### src/rtl/cdo_pkg.sv
// Shared types, codes and calendar helpers for the calendar day offset block.
// Depends on nothing; cdo_front, cdo_back and calendar_day_offset import it.
package cdo_pkg;

   // result status codes
   typedef enum logic [1:0] {
      STATUS_OK       = 2'd0,
      STATUS_BAD_DATE = 2'd1,
      STATUS_RANGE    = 2'd2
   } status_type;

   // operation selector codes
   localparam logic OP_ADD = 1'b0;
   localparam logic OP_SUB = 1'b1;

   // month numbers used by the month length decoder
   localparam logic [3:0] MONTH_JAN = 4'd1;
   localparam logic [3:0] MONTH_FEB = 4'd2;
   localparam logic [3:0] MONTH_APR = 4'd4;
   localparam logic [3:0] MONTH_JUN = 4'd6;
   localparam logic [3:0] MONTH_SEP = 4'd9;
   localparam logic [3:0] MONTH_NOV = 4'd11;
   localparam logic [3:0] MONTH_DEC = 4'd12;

   // month lengths
   localparam logic [4:0] LEN_LONG      = 5'd31;
   localparam logic [4:0] LEN_SHORT     = 5'd30;
   localparam logic [4:0] LEN_FEB_LEAP  = 5'd29;
   localparam logic [4:0] LEN_FEB_PLAIN = 5'd28;

   // year position within the 400-year Gregorian cycle; 400 splits as 25 * 16
   localparam int         MOD_WIDTH      = 9;
   localparam int         CYCLE_LOW_BITS = 4;
   localparam int         CYCLE_ODD      = 25;
   localparam int         CYCLE_ODD_BITS = 5;
   localparam logic [8:0] CYCLE_LAST     = 9'd399;
   localparam logic [8:0] CENTURY_1      = 9'd100;
   localparam logic [8:0] CENTURY_2      = 9'd200;
   localparam logic [8:0] CENTURY_3      = 9'd300;

   // queue entry bits that do not depend on the width parameters:
   // op, status, month, day, year-in-cycle
   localparam int ENTRY_FIXED = 1 + 2 + 4 + 5 + MOD_WIDTH;

   // front end sequencer states
   typedef enum logic [1:0] {
      F_IDLE,
      F_REDUCE,
      F_PUSH
   } front_state_type;

   // back end sequencer states
   typedef enum logic {
      B_IDLE,
      B_RUN
   } back_state_type;

   // leap year from the year's position in the 400-year cycle
   function automatic logic is_leap(input logic [MOD_WIDTH-1:0] ymod);
      is_leap = (ymod[1:0] == 2'b00) && (ymod != CENTURY_1) &&
                (ymod != CENTURY_2) && (ymod != CENTURY_3);
   endfunction

   // days in a month; codes outside 1..12 read as a long month
   function automatic logic [4:0] month_len(input logic [3:0] month, input logic leap);
      logic [4:0] len;
      unique case (month)
         MONTH_FEB: len = leap ? LEN_FEB_LEAP : LEN_FEB_PLAIN;
         MONTH_APR, MONTH_JUN, MONTH_SEP, MONTH_NOV: len = LEN_SHORT;
         default: len = LEN_LONG;
      endcase
      month_len = len;
   endfunction

endpackage

### src/rtl/cdo_req_if.sv
// Request channel of the calendar day offset block: valid/ready plus payload.
// Depends on nothing.
interface cdo_req_if #(
   parameter int DAYS_WIDTH = 16,
   parameter int YEAR_WIDTH = 14
);
   logic                  valid;
   logic                  ready;
   logic                  op;
   logic                  date_present;
   logic [3:0]            start_month;
   logic [4:0]            start_day;
   logic [YEAR_WIDTH-1:0] start_year;
   logic [DAYS_WIDTH-1:0] day_count;

   modport source (
      output valid, op, date_present, start_month, start_day, start_year, day_count,
      input  ready
   );

   modport sink (
      input  valid, op, date_present, start_month, start_day, start_year, day_count,
      output ready
   );
endinterface

### src/rtl/cdo_rsp_if.sv
// Response channel of the calendar day offset block: valid/ready plus payload.
// Depends on nothing.
interface cdo_rsp_if #(
   parameter int YEAR_WIDTH = 14
);
   logic                  valid;
   logic                  ready;
   logic [3:0]            result_month;
   logic [4:0]            result_day;
   logic [YEAR_WIDTH-1:0] result_year;
   logic [1:0]            status;

   modport source (
      output valid, result_month, result_day, result_year, status,
      input  ready
   );

   modport sink (
      input  valid, result_month, result_day, result_year, status,
      output ready
   );
endinterface

### src/rtl/cdo_front.sv
// Front end: accepts a request, reduces the year modulo 400 by a reciprocal multiply,
// checks the start date and pushes a classified entry. Uses cdo_pkg, cdo_req_if.
module cdo_front #(
   parameter int DAYS_WIDTH = 16,
   parameter int YEAR_WIDTH = 14
) (
   input  logic clock,
   input  logic reset,
   cdo_req_if.sink req_ch,
   output logic push_valid,
   input  logic push_ready,
   output logic [cdo_pkg::ENTRY_FIXED+YEAR_WIDTH+DAYS_WIDTH-1:0] push_data
);
   import cdo_pkg::*;

   localparam int HI_WIDTH    = YEAR_WIDTH - CYCLE_LOW_BITS;
   localparam int RECIP_SHIFT = HI_WIDTH + CYCLE_ODD_BITS;
   localparam int RECIP_WIDTH = RECIP_SHIFT - CYCLE_LOW_BITS;
   localparam int PROD_WIDTH  = HI_WIDTH + RECIP_WIDTH;
   localparam logic [RECIP_WIDTH-1:0] RECIP =
      RECIP_WIDTH'(((64'd1 << RECIP_SHIFT) + 64'(CYCLE_ODD - 1)) / 64'(CYCLE_ODD));

   typedef struct packed {
      logic                  op;
      status_type            status;
      logic [3:0]            month;
      logic [4:0]            day;
      logic [YEAR_WIDTH-1:0] year;
      logic [MOD_WIDTH-1:0]  ymod;
      logic [DAYS_WIDTH-1:0] count;
   } entry_type;

   front_state_type         state_ff, state_in;
   logic                    op_ff, op_in;
   logic                    present_ff, present_in;
   logic [3:0]              month_ff, month_in;
   logic [4:0]              day_ff, day_in;
   logic [YEAR_WIDTH-1:0]   year_ff, year_in;
   logic [DAYS_WIDTH-1:0]   count_ff, count_in;
   logic [MOD_WIDTH-1:0]    ymod_ff, ymod_in;
   logic [HI_WIDTH-1:0]     year_hi;
   logic [PROD_WIDTH-1:0]   recip_prod;
   logic [PROD_WIDTH-1:0]   year_quot;
   logic [CYCLE_ODD_BITS-1:0] year_rem;
   logic [MOD_WIDTH-1:0]    ymod_calc;
   logic                    date_ok;
   entry_type               entry;

   // year modulo 400: keep the low four bits, take the rest modulo 25
   always_comb begin
      year_hi    = year_ff[YEAR_WIDTH-1:CYCLE_LOW_BITS];
      recip_prod = PROD_WIDTH'(year_hi) * PROD_WIDTH'(RECIP);
      year_quot  = recip_prod >> RECIP_SHIFT;
      year_rem   = CYCLE_ODD_BITS'(PROD_WIDTH'(year_hi) - year_quot * PROD_WIDTH'(CYCLE_ODD));
      ymod_calc  = {year_rem, year_ff[CYCLE_LOW_BITS-1:0]};
   end

   // check the start date against its own month and year
   always_comb begin
      date_ok = present_ff && (month_ff >= MONTH_JAN) && (month_ff <= MONTH_DEC) &&
                (year_ff != '0) && (day_ff != 5'd0) &&
                (day_ff <= month_len(month_ff, is_leap(ymod_ff)));
   end

   // build the queue entry
   always_comb begin
      entry.op     = op_ff;
      entry.status = date_ok ? STATUS_OK : STATUS_BAD_DATE;
      entry.month  = month_ff;
      entry.day    = day_ff;
      entry.year   = year_ff;
      entry.ymod   = ymod_ff;
      entry.count  = count_ff;
   end

   assign push_data = entry;

   // state register
   always_ff @(posedge clock) begin
      if (reset) begin
         state_ff <= F_IDLE;
      end else begin
         state_ff <= state_in;
      end
   end

   // payload registers
   always_ff @(posedge clock) begin
      op_ff      <= op_in;
      present_ff <= present_in;
      month_ff   <= month_in;
      day_ff     <= day_in;
      year_ff    <= year_in;
      count_ff   <= count_in;
      ymod_ff    <= ymod_in;
   end

   // next state and outputs
   always_comb begin
      state_in     = state_ff;
      op_in        = op_ff;
      present_in   = present_ff;
      month_in     = month_ff;
      day_in       = day_ff;
      year_in      = year_ff;
      count_in     = count_ff;
      ymod_in      = ymod_ff;
      req_ch.ready = 1'b0;
      push_valid   = 1'b0;
      unique case (state_ff)
         F_IDLE: begin
            req_ch.ready = 1'b1;
            if (req_ch.valid) begin
               op_in      = req_ch.op;
               present_in = req_ch.date_present;
               month_in   = req_ch.start_month;
               day_in     = req_ch.start_day;
               year_in    = req_ch.start_year;
               count_in   = req_ch.day_count;
               state_in   = F_REDUCE;
            end
         end
         F_REDUCE: begin
            ymod_in  = ymod_calc;
            state_in = F_PUSH;
         end
         F_PUSH: begin
            push_valid = 1'b1;
            if (push_ready) begin
               state_in = F_IDLE;
            end
         end
         default: state_in = F_IDLE;
      endcase
   end

endmodule

### src/rtl/cdo_queue.sv
// Two-entry queue between the front and back ends of the date offset block.
// Depends on nothing; the entry width comes in as a parameter.
module cdo_queue #(
   parameter int WIDTH = 51
) (
   input  logic             clock,
   input  logic             reset,
   input  logic             push_valid,
   output logic             push_ready,
   input  logic [WIDTH-1:0] push_data,
   output logic             pop_valid,
   input  logic             pop_ready,
   output logic [WIDTH-1:0] pop_data
);
   logic [WIDTH-1:0] slot_ff [2];
   logic             wr_ptr_ff, wr_ptr_in;
   logic             rd_ptr_ff, rd_ptr_in;
   logic [1:0]       count_ff, count_in;
   logic             do_push;
   logic             do_pop;

   assign push_ready = (count_ff != 2'd2);
   assign pop_valid  = (count_ff != 2'd0);
   assign pop_data   = slot_ff[rd_ptr_ff];
   assign do_push    = push_valid && push_ready;
   assign do_pop     = pop_valid && pop_ready;

   // advance pointers and occupancy
   always_comb begin
      wr_ptr_in = do_push ? ~wr_ptr_ff : wr_ptr_ff;
      rd_ptr_in = do_pop  ? ~rd_ptr_ff : rd_ptr_ff;
      count_in  = count_ff;
      if (do_push && !do_pop) begin
         count_in = count_ff + 2'd1;
      end else if (do_pop && !do_push) begin
         count_in = count_ff - 2'd1;
      end
   end

   always_ff @(posedge clock) begin
      if (reset) begin
         wr_ptr_ff <= 1'b0;
         rd_ptr_ff <= 1'b0;
         count_ff  <= 2'd0;
      end else begin
         wr_ptr_ff <= wr_ptr_in;
         rd_ptr_ff <= rd_ptr_in;
         count_ff  <= count_in;
      end
   end

   // store the pushed entry
   always_ff @(posedge clock) begin
      if (do_push) begin
         slot_ff[wr_ptr_ff] <= push_data;
      end
   end

endmodule

### src/rtl/cdo_back.sv
// Back end: walks the date one month per cycle and holds the response register.
// Uses cdo_pkg and cdo_rsp_if.
module cdo_back #(
   parameter int DAYS_WIDTH = 16,
   parameter int YEAR_WIDTH = 14
) (
   input  logic clock,
   input  logic reset,
   input  logic pop_valid,
   output logic pop_ready,
   input  logic [cdo_pkg::ENTRY_FIXED+YEAR_WIDTH+DAYS_WIDTH-1:0] pop_data,
   cdo_rsp_if.source rsp_ch
);
   import cdo_pkg::*;

   localparam int                    DW       = DAYS_WIDTH + 2;
   localparam logic [YEAR_WIDTH-1:0] YEAR_MAX = {YEAR_WIDTH{1'b1}};
   localparam logic [YEAR_WIDTH-1:0] YEAR_MIN = YEAR_WIDTH'(1);

   typedef struct packed {
      logic                  op;
      status_type            status;
      logic [3:0]            month;
      logic [4:0]            day;
      logic [YEAR_WIDTH-1:0] year;
      logic [MOD_WIDTH-1:0]  ymod;
      logic [DAYS_WIDTH-1:0] count;
   } entry_type;

   back_state_type          state_ff, state_in;
   logic                    op_ff, op_in;
   status_type              status_ff, status_in;
   logic [3:0]              month_ff, month_in;
   logic signed [DW-1:0]    day_ff, day_in;
   logic [YEAR_WIDTH-1:0]   year_ff, year_in;
   logic [MOD_WIDTH-1:0]    ymod_ff, ymod_in;

   logic                    out_valid_ff, out_valid_in;
   logic [3:0]              out_month_ff, out_month_in;
   logic [4:0]              out_day_ff, out_day_in;
   logic [YEAR_WIDTH-1:0]   out_year_ff, out_year_in;
   status_type              out_status_ff, out_status_in;

   entry_type               entry;
   logic signed [DW-1:0]    start_day_ext;
   logic signed [DW-1:0]    count_ext;
   logic signed [DW-1:0]    len_cur_ext;
   logic signed [DW-1:0]    len_prev_ext;
   logic [4:0]              len_cur;
   logic [4:0]              len_prev;
   logic                    year_wrap_up;
   logic                    year_wrap_down;
   logic [MOD_WIDTH-1:0]    ymod_up;
   logic [MOD_WIDTH-1:0]    ymod_down;
   logic [3:0]              month_prev;
   logic [YEAR_WIDTH-1:0]   year_prev;
   logic [MOD_WIDTH-1:0]    ymod_prev;
   logic                    finished;
   logic                    slot_free;

   assign entry         = pop_data;
   assign start_day_ext = DW'(signed'({1'b0, entry.day}));
   assign count_ext     = DW'(signed'({1'b0, entry.count}));

   // month lengths and neighbor months for one step
   always_comb begin
      len_cur        = month_len(month_ff, is_leap(ymod_ff));
      year_wrap_up   = (month_ff == MONTH_DEC);
      year_wrap_down = (month_ff == MONTH_JAN);
      ymod_up        = (ymod_ff == CYCLE_LAST) ? '0 : ymod_ff + 1'b1;
      ymod_down      = (ymod_ff == '0) ? CYCLE_LAST : ymod_ff - 1'b1;
      month_prev     = year_wrap_down ? MONTH_DEC : month_ff - 4'd1;
      year_prev      = year_wrap_down ? year_ff - 1'b1 : year_ff;
      ymod_prev      = year_wrap_down ? ymod_down : ymod_ff;
      len_prev       = month_len(month_prev, is_leap(ymod_prev));
      len_cur_ext    = DW'(signed'({1'b0, len_cur}));
      len_prev_ext   = DW'(signed'({1'b0, len_prev}));
      if (status_ff != STATUS_OK) begin
         finished = 1'b1;
      end else if (op_ff == OP_SUB) begin
         finished = (day_ff >= DW'(signed'(2'sb01)));
      end else begin
         finished = (day_ff <= len_cur_ext);
      end
   end

   assign slot_free = !out_valid_ff || rsp_ch.ready;
   assign pop_ready = (state_ff == B_IDLE);

   always_ff @(posedge clock) begin
      if (reset) begin
         state_ff     <= B_IDLE;
         out_valid_ff <= 1'b0;
      end else begin
         state_ff     <= state_in;
         out_valid_ff <= out_valid_in;
      end
   end

   always_ff @(posedge clock) begin
      op_ff         <= op_in;
      status_ff     <= status_in;
      month_ff      <= month_in;
      day_ff        <= day_in;
      year_ff       <= year_in;
      ymod_ff       <= ymod_in;
      out_month_ff  <= out_month_in;
      out_day_ff    <= out_day_in;
      out_year_ff   <= out_year_in;
      out_status_ff <= out_status_in;
   end

   // load, step one month, or retire into the response register
   always_comb begin
      state_in      = state_ff;
      op_in         = op_ff;
      status_in     = status_ff;
      month_in      = month_ff;
      day_in        = day_ff;
      year_in       = year_ff;
      ymod_in       = ymod_ff;
      out_valid_in  = out_valid_ff && !rsp_ch.ready;
      out_month_in  = out_month_ff;
      out_day_in    = out_day_ff;
      out_year_in   = out_year_ff;
      out_status_in = out_status_ff;
      unique case (state_ff)
         B_IDLE: begin
            if (pop_valid) begin
               op_in     = entry.op;
               status_in = entry.status;
               month_in  = entry.month;
               year_in   = entry.year;
               ymod_in   = entry.ymod;
               day_in    = (entry.op == OP_SUB) ? start_day_ext - count_ext
                                                : start_day_ext + count_ext;
               state_in  = B_RUN;
            end
         end
         B_RUN: begin
            if (finished) begin
               if (slot_free) begin
                  out_valid_in  = 1'b1;
                  out_status_in = status_ff;
                  if (status_ff == STATUS_OK) begin
                     out_month_in = month_ff;
                     out_day_in   = day_ff[4:0];
                     out_year_in  = year_ff;
                  end else begin
                     out_month_in = '0;
                     out_day_in   = '0;
                     out_year_in  = '0;
                  end
                  state_in = B_IDLE;
               end
            end else if (op_ff == OP_SUB) begin
               // borrow the previous month
               if (year_wrap_down && (year_ff == YEAR_MIN)) begin
                  status_in = STATUS_RANGE;
               end else begin
                  month_in = month_prev;
                  year_in  = year_prev;
                  ymod_in  = ymod_prev;
                  day_in   = day_ff + len_prev_ext;
               end
            end else begin
               // carry into the next month
               day_in = day_ff - len_cur_ext;
               if (year_wrap_up) begin
                  month_in = MONTH_JAN;
                  year_in  = year_ff + 1'b1;
                  ymod_in  = ymod_up;
                  if (year_ff == YEAR_MAX) begin
                     status_in = STATUS_RANGE;
                  end
               end else begin
                  month_in = month_ff + 4'd1;
               end
            end
         end
         default: state_in = B_IDLE;
      endcase
   end

   assign rsp_ch.valid        = out_valid_ff;
   assign rsp_ch.result_month = out_month_ff;
   assign rsp_ch.result_day   = out_day_ff;
   assign rsp_ch.result_year  = out_year_ff;
   assign rsp_ch.status       = out_status_ff;

endmodule

### src/rtl/calendar_day_offset.sv
// Top level of the calendar day offset block: front end, queue, back end.
// Uses cdo_pkg, cdo_req_if, cdo_rsp_if, cdo_front, cdo_queue, cdo_back.
//
//   channel   direction   handshake         payload
//   req_ch    in          valid / ready     op, date_present, start_month/day/year, day_count
//   rsp_ch    out         valid / ready     result_month/day/year, status
//
// Front end steps through accept, year modulo 400 by a reciprocal multiply, then the
// date check and queue push, which waits for queue room, before taking a new request.
// Back end crosses one month boundary per cycle in the month walk loop, then retires
// when the response register is free; a full count of 65535 days crosses about 2150.
// Reset clears the sequencers, queue pointers and occupancy, and response valid; nothing else.
// A two-entry queue and the response register let either side stall alone.
module calendar_day_offset #(
   parameter int DAYS_WIDTH = 16,
   parameter int YEAR_WIDTH = 14
) (
   input logic clock,
   input logic reset,
   cdo_req_if.sink   req_ch,
   cdo_rsp_if.source rsp_ch
);
   import cdo_pkg::*;

   localparam int ENTRY_WIDTH = ENTRY_FIXED + YEAR_WIDTH + DAYS_WIDTH;

   logic                   push_valid;
   logic                   push_ready;
   logic [ENTRY_WIDTH-1:0] push_data;
   logic                   pop_valid;
   logic                   pop_ready;
   logic [ENTRY_WIDTH-1:0] pop_data;

   // classify requests
   cdo_front #(
      .DAYS_WIDTH(DAYS_WIDTH),
      .YEAR_WIDTH(YEAR_WIDTH)
   ) u_front (
      .clock      (clock),
      .reset      (reset),
      .req_ch     (req_ch),
      .push_valid (push_valid),
      .push_ready (push_ready),
      .push_data  (push_data)
   );

   // hold classified requests
   cdo_queue #(
      .WIDTH(ENTRY_WIDTH)
   ) u_queue (
      .clock      (clock),
      .reset      (reset),
      .push_valid (push_valid),
      .push_ready (push_ready),
      .push_data  (push_data),
      .pop_valid  (pop_valid),
      .pop_ready  (pop_ready),
      .pop_data   (pop_data)
   );

   // walk months and respond
   cdo_back #(
      .DAYS_WIDTH(DAYS_WIDTH),
      .YEAR_WIDTH(YEAR_WIDTH)
   ) u_back (
      .clock     (clock),
      .reset     (reset),
      .pop_valid (pop_valid),
      .pop_ready (pop_ready),
      .pop_data  (pop_data),
      .rsp_ch    (rsp_ch)
   );

`ifndef ASSERT_OFF
   // error responses carry an all-zero date
   a_error_zero: assert property (@(posedge clock) disable iff (reset)
      (rsp_ch.valid && (rsp_ch.status != STATUS_OK)) |->
      ((rsp_ch.result_month == 4'd0) && (rsp_ch.result_day == 5'd0) &&
       (rsp_ch.result_year == '0)))
      else $error("error response with nonzero date");

   // good responses carry a real calendar date
   a_ok_date: assert property (@(posedge clock) disable iff (reset)
      (rsp_ch.valid && (rsp_ch.status == STATUS_OK)) |->
      ((rsp_ch.result_month >= MONTH_JAN) && (rsp_ch.result_month <= MONTH_DEC) &&
       (rsp_ch.result_day != 5'd0) && (rsp_ch.result_year != '0)))
      else $error("ok response with impossible date");

   // the back end never takes a new entry while it is still walking the last one
   a_queue_pop: assert property (@(posedge clock) disable iff (reset)
      (pop_valid && pop_ready) |=> !pop_ready)
      else $error("back end took two entries back to back");
`endif

endmodule

### src/flat_wrapper.sv
// flat-port wrapper written by rule: the top's interface ports become plain ports
module calendar_day_offset_flat import cdo_pkg::*;
#(
   parameter int DAYS_WIDTH = 16,
   parameter int YEAR_WIDTH = 14
)
  (clock, reset, req_ch_valid, req_ch_op, req_ch_date_present, req_ch_start_month, req_ch_start_day, req_ch_start_year, req_ch_day_count, req_ch_ready, rsp_ch_valid, rsp_ch_result_month, rsp_ch_result_day, rsp_ch_result_year, rsp_ch_status, rsp_ch_ready);
  cdo_req_if #(.DAYS_WIDTH(DAYS_WIDTH), .YEAR_WIDTH(YEAR_WIDTH)) req_ch_i ();
  cdo_rsp_if #(.YEAR_WIDTH(YEAR_WIDTH)) rsp_ch_i ();
  input logic clock;
  input logic reset;
  input wire logic [$bits(req_ch_i.valid)-1:0] req_ch_valid;
  input wire logic [$bits(req_ch_i.op)-1:0] req_ch_op;
  input wire logic [$bits(req_ch_i.date_present)-1:0] req_ch_date_present;
  input wire logic [$bits(req_ch_i.start_month)-1:0] req_ch_start_month;
  input wire logic [$bits(req_ch_i.start_day)-1:0] req_ch_start_day;
  input wire logic [$bits(req_ch_i.start_year)-1:0] req_ch_start_year;
  input wire logic [$bits(req_ch_i.day_count)-1:0] req_ch_day_count;
  output wire logic [$bits(req_ch_i.ready)-1:0] req_ch_ready;
  output wire logic [$bits(rsp_ch_i.valid)-1:0] rsp_ch_valid;
  output wire logic [$bits(rsp_ch_i.result_month)-1:0] rsp_ch_result_month;
  output wire logic [$bits(rsp_ch_i.result_day)-1:0] rsp_ch_result_day;
  output wire logic [$bits(rsp_ch_i.result_year)-1:0] rsp_ch_result_year;
  output wire logic [$bits(rsp_ch_i.status)-1:0] rsp_ch_status;
  input wire logic [$bits(rsp_ch_i.ready)-1:0] rsp_ch_ready;
  assign req_ch_i.valid = req_ch_valid;
  assign req_ch_i.op = req_ch_op;
  assign req_ch_i.date_present = req_ch_date_present;
  assign req_ch_i.start_month = req_ch_start_month;
  assign req_ch_i.start_day = req_ch_start_day;
  assign req_ch_i.start_year = req_ch_start_year;
  assign req_ch_i.day_count = req_ch_day_count;
  assign req_ch_ready = req_ch_i.ready;
  assign rsp_ch_valid = rsp_ch_i.valid;
  assign rsp_ch_result_month = rsp_ch_i.result_month;
  assign rsp_ch_result_day = rsp_ch_i.result_day;
  assign rsp_ch_result_year = rsp_ch_i.result_year;
  assign rsp_ch_status = rsp_ch_i.status;
  assign rsp_ch_i.ready = rsp_ch_ready;
  calendar_day_offset #(.DAYS_WIDTH(DAYS_WIDTH), .YEAR_WIDTH(YEAR_WIDTH)) u_core (.clock(clock), .reset(reset), .req_ch(req_ch_i), .rsp_ch(rsp_ch_i));
endmodule
### config.mk
export PLATFORM = sky130hd
export DESIGN_NAME = calendar_day_offset_flat
export DESIGN_NICKNAME = d
export VERILOG_FILES = /design/src/rtl/cdo_pkg.sv /design/src/rtl/cdo_req_if.sv /design/src/rtl/cdo_rsp_if.sv /design/src/rtl/cdo_front.sv /design/src/rtl/cdo_queue.sv /design/src/rtl/cdo_back.sv /design/src/rtl/calendar_day_offset.sv /design/src/flat_wrapper.sv
export SDC_FILE = /design/constraint.sdc
export NUM_CORES = 1
export LEC_CHECK = 0
export BUFFER_PORTS_ARGS = -buffer_cell sky130_fd_sc_hd__buf_2
export CORE_MARGIN = 4
export CORE_UTILIZATION = 30
export CTS_BUF_LIST = sky130_fd_sc_hd__clkbuf_4 sky130_fd_sc_hd__clkbuf_8
export DETAILED_ROUTE_END_ITERATION = 8
export PLACE_DENSITY = 0.44
export SLEW_MARGIN = 0
export SYNTH_ARGS = -nofsm -noshare
export SYNTH_HDL_FRONTEND = slang
export SYNTH_SLANG_ARGS = --single-unit
### constraint.sdc
create_clock -name clock -period 12.9 [get_ports clock]
set_clock_uncertainty 0.1 [all_clocks]
set_input_delay 2.58 -clock clock [delete_from_list [all_inputs] [get_ports clock]]
set_output_delay 2.58 -clock clock [all_outputs]
set_load 0.01 [all_outputs]
==> results.cfg <==
[status]
outcome = completed

[setup_path]
ff2ff_path_depth = 23
critPathLaunchType = flip-flop
reg2reg_slack_ns = 5.86
rr_endpoint = u_core.u_front.ymod_ff[8]$_DFFE_PN_
crit_type = reg -> reg
arrival_ns = 7.25
r2r-start = u_core.u_front.year_ff[11]$_DFFE_PP_
crit_fanout = 7
endpoint_kind = flip-flop
cp_data_required_time_ns = 13.10

[die]
initial_core_util_pct = 30.37
io_pins = 72
die_y_um = 222.3
die_area_um2 = 49430
rows = 78
die_w_um = 222.3
core_um2 = 45380

[power_and_ir_drop]
power.switching_mw = 1.470
swShare_pct = 40.38
clockPowerShare_pct = 18.4
p_leak_nw = 5.876
power.total_mw = 3.640
internal_power_mw = 2.171
pwr-share-seq_pct = 35.6
power_density_nw_per_um2 = 233.1
ir_worst_vdd_mv = 0.09815
combPwrFrac_pct = 46.0

[detailed_routing]
met3WireLength_um = 1522
via_per_inst = 4.873
via_count = 9234
drt-met1-wl_um = 17260
avgRoutedWirePerCell_um = 17.12
drt_first_pass_iters = 5
wl_met2_um = 13140
drcViolationCount = 0
ant_nets = 0
drt_iter0_markers = 572
highest_layer = met4
routed_wl_um = 32440

[place]
postPlaceCellArea_um2 = 14810
dp_hpwl_um = 23870
place.gp.congestion = 0.8063
place_ws_ns = 5.824
port_buffers = 71

[cells_and_area]
fin_area_um2 = 15620
antenna_cells = 0
nets = 1449
seqCellArea_um2 = 6879
syn_to_final_growth_pct = 13.33
fill_cells = 4590
drive_above_1_share_pct = 13.98
multiInputGateArea_um2 = 6400

[grt]
grt_usage_pct = 13.01
grt_pass1_wl_um = 52330
antenna_found_initial = 1
grt_overflow = 0
grt_max_degree = 57
grt_pass1_vias = 9289

[logic_synthesis]
synth_edf_count = 223
synth_seq_cells = 232
synthFlopType = edfxtp_1
yosys_warnings = 0
netlist_area_um2 = 13780
synth_cells = 1186
syn_area_per_cell_um2 = 11.62
synth-seq-area-share_pct = 49.90
synth_fp_nets = 1370
postSynth.asyncResetShare_pct = 0
synth_cell_type_count = 75

[timing]
worst_slew_pin_slew_ns = 1.085
fin_setup_tns_ns = 0
rsz0062_at_grt = false
max_freq_mhz = 142.0
min_period_ns = 7.044
slew_viol_final = 0
relSlewSlack_pct = 27.67
finalWorstSetupSlack_ns = 5.856
hold_viol_final = 0
fin_crit_sh_pct = 54.61
setup_viol = 0

[cts]
cts_buffers = 41
cts-root-buf = clkbuf_8
clkSinkCount = 232
cts_setup_buffers = 0
ctsResizeCount = 0
clockBufferDepth = 3
clk_latency_ns = 0.57
htreeDepth = 2
tritoncts = done
clk_pin_slew_ns = 0.06
ctsHoldBuffers = 0

[min_path]
hold_end = u_core.u_queue.slot_ff[0][49]$_DFFE_PP_
hold_depth = 0
min_from = u_core.u_front.op_ff$_DFFE_PP_
hp-class = reg -> reg

[job]
drv_cap = 0
-- area by class of cell --
class	count	area share, %
flip-flops and latches	232	44.04
clock buffers	56	4.414
repair buffers	82	2.804
clock inverters	17	0.7690
well taps	600	4.807
multi-input cells	817	40.98
inverters	91	2.187
-- synthesized netlist by cell type, types with 10 or more instances --
library cell	number	share of area [%]
a211oi_1	13	0.71
nand2_1	75	2.0
ha_1	111	10
mux2i_1	38	2.8
nor3_1	30	1.1
nand4_1	11	0.50
and2_1	23	1.0
nor2b_1	20	0.91
xnor2_1	35	2.2
mux2_2	17	1.4
o211ai_1	14	0.76
nand3_1	26	0.94
inv_1	91	2.5
fa_1	28	4.1
and3_1	14	0.64
edfxtp_1	223	49
a21oi_1	50	1.8
xor2_1	29	1.8
o21a_1	10	0.54
o21ai_0	58	2.1
clkbuf_1	37	1.0
o221ai_1	11	0.70
nor2_1	59	1.6
a31oi_1	10	0.45
-- layer usage --
layer | track usage (%) | up-vias
met3 | 2.523 | 43
met5 | 0 | -
met4 | 2.983 | 0
li1 | - | 4571
met1 | 20.69 | 4433
met2 | 18.10 | 187
-- cells in the final DEF, fill, tap and decap left out, types with 9 or more instances in the layout --
cell,netlist,final
edfxtp_1,223,223
ha_1,111,111
inv_1,91,91
nand2_1,75,75
buf_2,3,71
o21ai_0,58,58
nor2_1,59,58
a21oi_1,50,50
clkbuf_8,0,43
mux2i_1,38,38
xnor2_1,35,35
nor3_1,30,30
xor2_1,29,29
fa_1,28,28
nand3_1,26,26
and2_1,23,21
nor2b_1,20,19
mux2_2,17,17
o211ai_1,14,14
and3_1,14,14
a211oi_1,13,13
clkbuf_4,0,13
nand4_1,11,11
o221ai_1,11,11
clkinv_1,0,11
buf_4,0,11
a31oi_1,10,10
o21a_1,10,10
o31ai_1,9,9
-- power groups by stage --
| stage | registers, mW | clock network (mW) | logic (mW) |
|---|---|---|---|
| floorplan | 1.20 | 0 | 1.30 |
| global placement | 1.31 | 0 | 1.69 |
| detailed placement | 1.31 | 0 | 1.68 |
| CTS | 1.30 | 0.699 | 1.70 |
| global route | 1.33 | 0.731 | 1.92 |
| finish | 1.30 | 0.668 | 1.68 |
-- through the flow --
step           hold WS, ns  cells  utilization [%]
6_report            0.3432   1895            34.42
4_1_cts             0.3470   1895            34.42
3_3_place_gp        0.3249   1822            32.63
2_1_floorplan       0.3064   1186                -
3_5_place_dp        0.3335   1822            32.63
5_1_grt             0.3583   1895            34.42
-- sequential cells by signal, summed over array words and instances, names as in the netlist, 2 cells and up, named ones only --
| name | count |
|---|---|
| u_core.u_front.day_ff | 5 |
| u_core.u_back.rsp_ch.result_day | 5 |
| u_core.u_back.year_ff | 14 |
| u_core.u_front.count_ff | 16 |
| u_core.u_front.state_ff | 2 |
| u_core.u_back.month_ff | 4 |
| u_core.u_back.day_ff | 18 |
| u_core.u_back.status_ff | 2 |
| u_core.u_back.ymod_ff | 9 |
| u_core.u_front.month_ff | 4 |
| u_core.u_front.ymod_ff | 9 |
| u_core.u_back.rsp_ch.result_month | 4 |
| u_core.u_queue.count_ff | 2 |
| u_core.u_back.rsp_ch.result_year | 14 |
| u_core.u_queue.slot_ff | 100 |
| u_core.u_front.year_ff | 14 |
| u_core.u_back.rsp_ch.status | 2 |
-- worst max path at each step --
stage | from | endpoint | slack (ns) | depth (start not counted)
detailed placement | u_core.u_front.year_ff[11]$_DFFE_PP_ | u_core.u_front.ymod_ff[8]$_DFFE_PN_ | 5.82 | 23
finish | u_core.u_front.year_ff[11]$_DFFE_PP_ | u_core.u_front.ymod_ff[8]$_DFFE_PN_ | 5.86 | 23
CTS | u_core.u_front.year_ff[11]$_DFFE_PP_ | u_core.u_front.ymod_ff[8]$_DFFE_PN_ | 5.81 | 23
global route | u_core.u_front.year_ff[11]$_DFFE_PP_ | u_core.u_front.ymod_ff[8]$_DFFE_PN_ | 5.37 | 23
floorplan | u_core.u_front.year_ff[11]$_DFFE_PP_ | u_core.u_front.ymod_ff[8]$_DFFE_PN_ | 6.41 | 23
global placement | u_core.u_front.year_ff[11]$_DFFE_PP_ | u_core.u_front.ymod_ff[8]$_DFFE_PN_ | 5.94 | 23
-- worst max-delay path, cell delays in order (launching register included) --
cell and delay, ns:
edfxtp_1 0.48, inv_1 0.16, fa_1 0.62, inv_1 0.09
fa_1 0.48, inv_1 0.06, fa_1 0.51, fa_1 0.55
inv_1 0.05, fa_1 0.38, ha_1 0.31, and4_1 0.24
a31oi_1 0.09, o21ai_0 0.37, xor2_1 0.26, ha_1 0.30
ha_1 0.36, xnor2_1 0.18, ha_1 0.23, a21oi_1 0.17
o21ai_0 0.11, a21oi_1 0.20, xnor2_1 0.16, xnor3_1 0.33
-- kinds of logic after synthesis --
family	share of synthesized area, %
xor+xnor	4.231
fa+ha+maj	14.14
buf+inv	3.758
simple gates	12.22
compound gates	11.60
flops	49.90
mux	4.149
No activity file was read; power rests on OpenSTA's default activity.
